<file path="src/uvsph_pkg.sv">
// Package for the UV-sphere mesh generator: constants, types and sine polynomial.
`default_nettype none
package uvsph_pkg;

    localparam int ANGLE_BITS_DEF = 16;
    localparam int COUNT_BITS_DEF = 8;

    localparam logic KIND_VERTEX = 1'b0;
    localparam logic KIND_INDEX  = 1'b1;

    localparam logic [2:0] REG_SLICE_COUNT = 3'd0;
    localparam logic [2:0] REG_STACK_COUNT = 3'd1;
    localparam logic [2:0] REG_RADIUS      = 3'd2;
    localparam logic [2:0] REG_RING_STEP   = 3'd3;
    localparam logic [2:0] REG_SLICE_STEP  = 3'd4;

    localparam logic [15:0] POLY_C0 = 16'd51472;
    localparam logic [14:0] POLY_C1 = 15'd21024;
    localparam logic [11:0] POLY_C2 = 12'd2320;

    // Result item.
    typedef struct packed {
        logic               status;
        logic [15:0]        index_value;
        logic signed [15:0] pos_z;
        logic signed [15:0] pos_y;
        logic signed [15:0] pos_x;
        logic [15:0]        vertex_number;
    } result_t;

endpackage
`default_nettype wire

</file>
<file path="src/uvsph_sin.sv">
// Pipelined fixed-point sine: quadrant fold plus three-term polynomial, five stages.
`default_nettype none
module uvsph_sin #(
    parameter int ANGLE_BITS = uvsph_pkg::ANGLE_BITS_DEF
) (
    input  wire                    clk,
    input  wire                    en,
    input  wire [ANGLE_BITS-1:0]   angle,
    output logic signed [16:0]     sin_q15
);
    localparam int QB = ANGLE_BITS - 2;

    logic [1:0]  quad;
    logic [15:0] frac;
    logic [15:0] u;

    logic [15:0] u1_reg;
    logic        neg1_reg;
    logic [15:0] u2_reg;
    logic [15:0] u_2_reg;
    logic        neg2_reg;
    logic [15:0] t1_reg;
    logic [15:0] u2_3_reg;
    logic [15:0] u_3_reg;
    logic        neg3_reg;
    logic [15:0] t2_reg;
    logic [15:0] u_4_reg;
    logic        neg4_reg;

    logic [31:0] p_u2;
    logic [27:0] p_t1;
    logic [31:0] p_t2;
    logic [31:0] p_s;

    assign quad = angle[ANGLE_BITS-1 -: 2];
    // quadrant fraction scaled to Q15
    assign frac = 16'((40'(angle[QB-1:0]) << 15) >> QB);
    assign u    = quad[0] ? 16'(17'd32768 - {1'b0, frac}) : frac;

    assign p_u2 = u1_reg * u1_reg;
    assign p_t1 = 28'(uvsph_pkg::POLY_C2) * 28'(u2_reg);
    assign p_t2 = 32'(16'(16'(uvsph_pkg::POLY_C1) - t1_reg)) * 32'(u2_3_reg);
    assign p_s  = 32'(16'(uvsph_pkg::POLY_C0 - t2_reg)) * 32'(u_4_reg);

    always_ff @(posedge clk)
    begin
        if (en)
        begin
            u1_reg   <= u;
            neg1_reg <= quad[1];
            u2_reg   <= 16'(p_u2 >> 15);
            u_2_reg  <= u1_reg;
            neg2_reg <= neg1_reg;
            t1_reg   <= 16'(p_t1 >> 15);
            u2_3_reg <= u2_reg;
            u_3_reg  <= u_2_reg;
            neg3_reg <= neg2_reg;
            t2_reg   <= 16'(p_t2 >> 15);
            u_4_reg  <= u_3_reg;
            neg4_reg <= neg3_reg;
            sin_q15  <= neg4_reg ? -$signed({1'b0, 16'(p_s >> 15)})
                                 : $signed({1'b0, 16'(p_s >> 15)});
        end
    end
endmodule
`default_nettype wire

</file>
<file path="config.mk">
export PLATFORM = sky130hd
export DESIGN_NAME = uvsph_sin
export DESIGN_NICKNAME = d
export VERILOG_FILES = /design/src/uvsph_pkg.sv /design/src/uvsph_sin.sv
export SDC_FILE = /design/constraint.sdc
export NUM_CORES = 2
export LEC_CHECK = 0
export BUFFER_PORTS_ARGS = -buffer_cell sky130_fd_sc_hd__clkbuf_2
export CAP_MARGIN = 10
export CORE_MARGIN = 4
export CORE_UTILIZATION = 40
export DETAILED_ROUTE_END_ITERATION = 12
export GPL_TIMING_DRIVEN = 1
export HOLD_SLACK_MARGIN = 0.12
export SLEW_MARGIN = 10
export SYNTH_ARGS = -nofsm -noshare
export SYNTH_HDL_FRONTEND = slang
export SYNTH_SLANG_ARGS = --single-unit
</file>
<file path="constraint.sdc">
create_clock -name clk -period 10.6 [get_ports clk]
set_clock_uncertainty 0.2 [all_clocks]
set_input_delay 1.06 -clock clk [delete_from_list [all_inputs] [get_ports clk]]
set_output_delay 1.06 -clock clk [all_outputs]
set_load 0.005 [all_outputs]
</file>
---- Word level (Yosys, flattened, before mapping) ----
Cells that the tools add are included.
W data, S select, Z words.
storage, ports and cells
  output and inout port bits .............. 17
  register bits after elaboration ......... 146
  word-level logic and storage cells ...... 25
  input port bits ......................... 18
operators by class
  multiply operators ...................... 4
  add/sub/neg operators ................... 4
  muxes and demuxes ....................... 2
operators by type and width
  cell                      count
  $mul A16 B16 Y31          3
  $mul A8 B16 Y24 const A   1
  $neg A16 Y17              1
  $mux W16                  1
  $sub A15 B13 Y16 const A  1
  $sub A16 B15 Y16 const A  1
  $sub A16 B16 Y16 const A  1
  $mux W15                  1

---- Depth between registers and ports, before layout ----
  depth in word-level cells ............... 4
  mapped depth ............................ 34
  depth with buffers taken out ............ 32

---- Least setup slack after synthesis ----
No wires, ideal clock.
  path kind ............................... flip-flop to flip-flop
  start point ............................. register t2_reg[0]
  end point ............................... register sin_q15[15] (data pin)
  data arrival time ....................... 8.478 ns
  path slack .............................. 1.656 ns
  buffers on the path ..................... 4
  library setup time ...................... 0.266 ns
  stages on the path, launching flop included .. 35
  path through ............................ edfxtp_1 -> clkbuf_1 -> inv_1 -> ha_1 -> nor3b_1 -> nor2b_1 -> nor4_1 -> nor2b_1 -> o31a_1 -> or3_1 -> xnor2_1 -> clkbuf_1 -> nand2_1 -> fa_1 -> fa_1 -> inv_1 -> fa_1 -> fa_1 -> fa_1 -> inv_1 -> fa_1 -> inv_1 -> ha_1 -> clkbuf_1 -> a21oi_1 -> o21a_1 -> o21ai_2 -> buf_6 -> a211o_1 -> a21oi_2 -> o21ai_2 -> or3_4 -> or3_4 -> o31ai_2 -> xor2_1
between the ends
  cells in the longest elaborated chain, start to end .. 4
RTL lines
  element                 RTL line         RTL
  start, declared         uvsph_sin.sv:26  logic [15:0] t2_reg;
  start signal, assigned  uvsph_sin.sv:58  t2_reg <= 16'(p_t2 >> 15);
  $sub A16 B16 Y16 *      uvsph_sin.sv:43  assign p_s = 32'(16'(uvsph_pkg::POLY_C0 - t2_reg)) * 32'(u_4_reg);
  $mul A16 B16 Y31 *      uvsph_sin.sv:43
  $neg A16 Y17            uvsph_sin.sv:61  sin_q15 <= neg4_reg ? -$signed({1'b0, 16'(p_s >> 15)})
  $mux W16 *              uvsph_sin.sv:61
  end signal, assigned    uvsph_sin.sv:61
  end, declared           uvsph_sin.sv:9   output logic signed [16:0] sin_q15
Every way passes the cells marked *; elsewhere a longest branch is shown, timed or not.
A chain may end at the register's enable or synchronous reset.

---- Worst setup path in the final report ----
Ends and elaborated chain as after synthesis.

==> impl_metrics.json <==
{
  "clk_pin_slew_ns": 0.08,
  "synth.area.mux_share": 0.000410,
  "synthAdderAreaFrac": 0.528,
  "cpMostUsedCell": "fa_1",
  "drt-met1-wl_um": 26300,
  "dr.pass1.iters": 5,
  "wl_um": 59900,
  "met2_wirelength_um": 29400,
  "gp_congestion": 0.831,
  "synth_xor_area_frac": 0.0357,
  "wl_per_cell_um": 16.3,
  "cts_resized": 0,
  "mostFrequentLayoutCells": "inv_1 (658), fa_1 (504), nand2_1 (371), ha_1 (354), and2_1 (239)",
  "grt_pass1_wl_um": 102000,
  "track_usage": 0.171,
  "end_kind": "register",
  "grt_max_degree": 84,
  "final_common_cell": "inv_1",
  "cts_buffers": 17,
  "min_period_ns": 9.43,
  "max_cap_viol_count": 0,
  "drive_gt1_frac": 0.0428,
  "top_layer_used": "met4",
  "dp.cells": 3643,
  "synth.top_cell.area_share": 0.367,
  "synth_cells": 2800,
  "vias": 18300,
  "slew_viol_final": 0,
  "ys_ff_latch": 142,
  "synth_top_flop_cell": "edfxtp_1",
  "worst_pin_slew_ns": 1.03,
  "cts_sinks": 142,
  "dp_hpwl_um": 47900,
  "timing.final.hold_violations": 0,
  "coreArea_um2": 67600,
  "syn_area_um2": 27500,
  "routed_via_density": 4.98,
  "cts_tree": "built",
  "layoutNonFillerInstCount": 3675,
  "areaGrowthSynthToFinish_pct": 6.51,
  "top_register": "sin_q15",
  "clockRootBuffer": "clkbuf_16",
  "synth_simple_gate_area_frac": 0.138,
  "rows": 95,
  "yosysWarnings": 0,
  "synth_top_area_cell": "fa_1",
  "clock.fmax_ghz": 0.106,
  "route.detailed.drc": 0,
  "synth_compound_area_frac": 0.0406,
  "finalCritPeriodShare": 0.890,
  "crit_fanout": 17,
  "avgSynthCellArea_um2": 9.81,
  "cts_hold_buf": 0,
  "fin_nets": 3665,
  "synth_edf_count": 142,
  "setup_viol": 0,
  "drtAntennaViolNets": 0,
  "die_width_um": 270,
  "status": "complete, no violations",
  "rsz0062_at_grt": "no",
  "die_h_um": 270,
  "start_util": 0.406,
  "syn-num-nets": 3676,
  "critPathKind": "reg -> reg",
  "crit_arrival_ns": 9.42,
  "startpoint_type": "register",
  "hp-class": "reg -> reg",
  "tns_ns": 0,
  "ys_seq_area_frac": 0.155,
  "multi_input_area_um2": 20500,
  "postCtsSetupBuffers": 0,
  "cp_slowest_cell": "edfxtp_1",
  "synth.distinct_cells": 60,
  "synth_top_family_by_area": "adder cells",
  "dieArea_um2": 72900,
  "port-buffer-count": 34,
  "antenna_found_initial": 0,
  "fillers": 6456,
  "maxSlewHeadroom": 0.314,
  "n_antenna_cell": 0,
  "synthTopCellsByArea": "fa_1 (37%), ha_1 (16%), edfxtp_1 (16%)",
  "slowest_delay_ns": 0.61,
  "clkLatencyLatePin_ns": 0.46,
  "largest_reg_flops": 17,
  "globalRoute.totalOverflow": 0,
  "clockBufferDepth": 2,
  "fin_ws_ns": 1.17,
  "cp.required_ns": 10.59,
  "post-route-util": 0.433,
  "post-place-ws_ns": 1.22,
  "grt_pass1_vias": 20500,
  "ys_async_sr_fraction": 0,
  "htreeDepth": 4,
  "io_pins": 35,
  "drtIter0Drc": 887,
  "seq_area_um2": 4260,
  "wl_met3_um": 2940
}
critical path: cells and delay by family (launching register included):
kind / cells / cell delay (ns)
xor gates and xnor gates: 2 / 0.23
DFF: 1 / 0.61
and+or+nand+nor: 8 / 2.14
AOI/OAI and AO/OA: 8 / 1.75
adders and majority gates: 8 / 3.72
buffers and inverters: 5 / 0.50
layer usage:
metal  GRT usage  vias up
li1            -     8497
met1       0.227     9343
met2       0.294      389
met3      0.0261       82
met4      0.0451        0
met5           0        -
per-stage QoR:
step                cell area [um^2]  hold WS (ns)
finish                         29300         0.218
global route                   29300         0.224
CTS                            29300         0.219
detailed placement             28600         0.205
global placement               28600         0.203
floorplan                      27500         0.200
worst paths after layout:
check / from / end / slack, ns / cells after the start
worst max-delay path: t2_reg[0] / sin_q15[15] / 1.17 / 31
worst min register to register: u_2_reg[15] / u_3_reg[15] / 0.22 / 0
worst min-delay path: u_2_reg[15] / u_3_reg[15] / 0.22 / 0
worst max register to register: t2_reg[0] / sin_q15[15] / 1.17 / 31
cell families (layout without fill, tap and decap cells):
| group | after synthesis | in the layout |
|---|---|---|
| flops | 142 | 142 |
| compound gates | 166 | 166 |
| xor+xnor | 112 | 112 |
| fa+ha+maj | 858 | 858 |
| buf+inv | 744 | 746 |
| mux | 1 | 1 |
| simple gates | 777 | 777 |
Yosys cell counts (all sizes together) (6+ instances only):
cell type,count
a21o,22
a21oi,44
and2,239
and3,6
clkbuf,83
edfxtp,142
fa,504
ha,354
inv,658
nand2,371
nand2b,9
nand3,8
nand4,10
nor2,68
nor2b,15
nor3,17
o21a,15
o21ai,38
o31ai,9
or3,11
xnor2,76
xor2,36
area by class of cell:
type,instances,share of cell area
tap,873,0.0373
clock inverter,14,0.00599
timing repair buffer,56,0.0117
inverter,658,0.0844
clock buffer,18,0.0147
sequential,142,0.146
multi-input combinational,1914,0.700
Power is left out: the tool's default activity adds up to more than one toggle a clock period on the data nets, which glitch-free logic cannot reach.
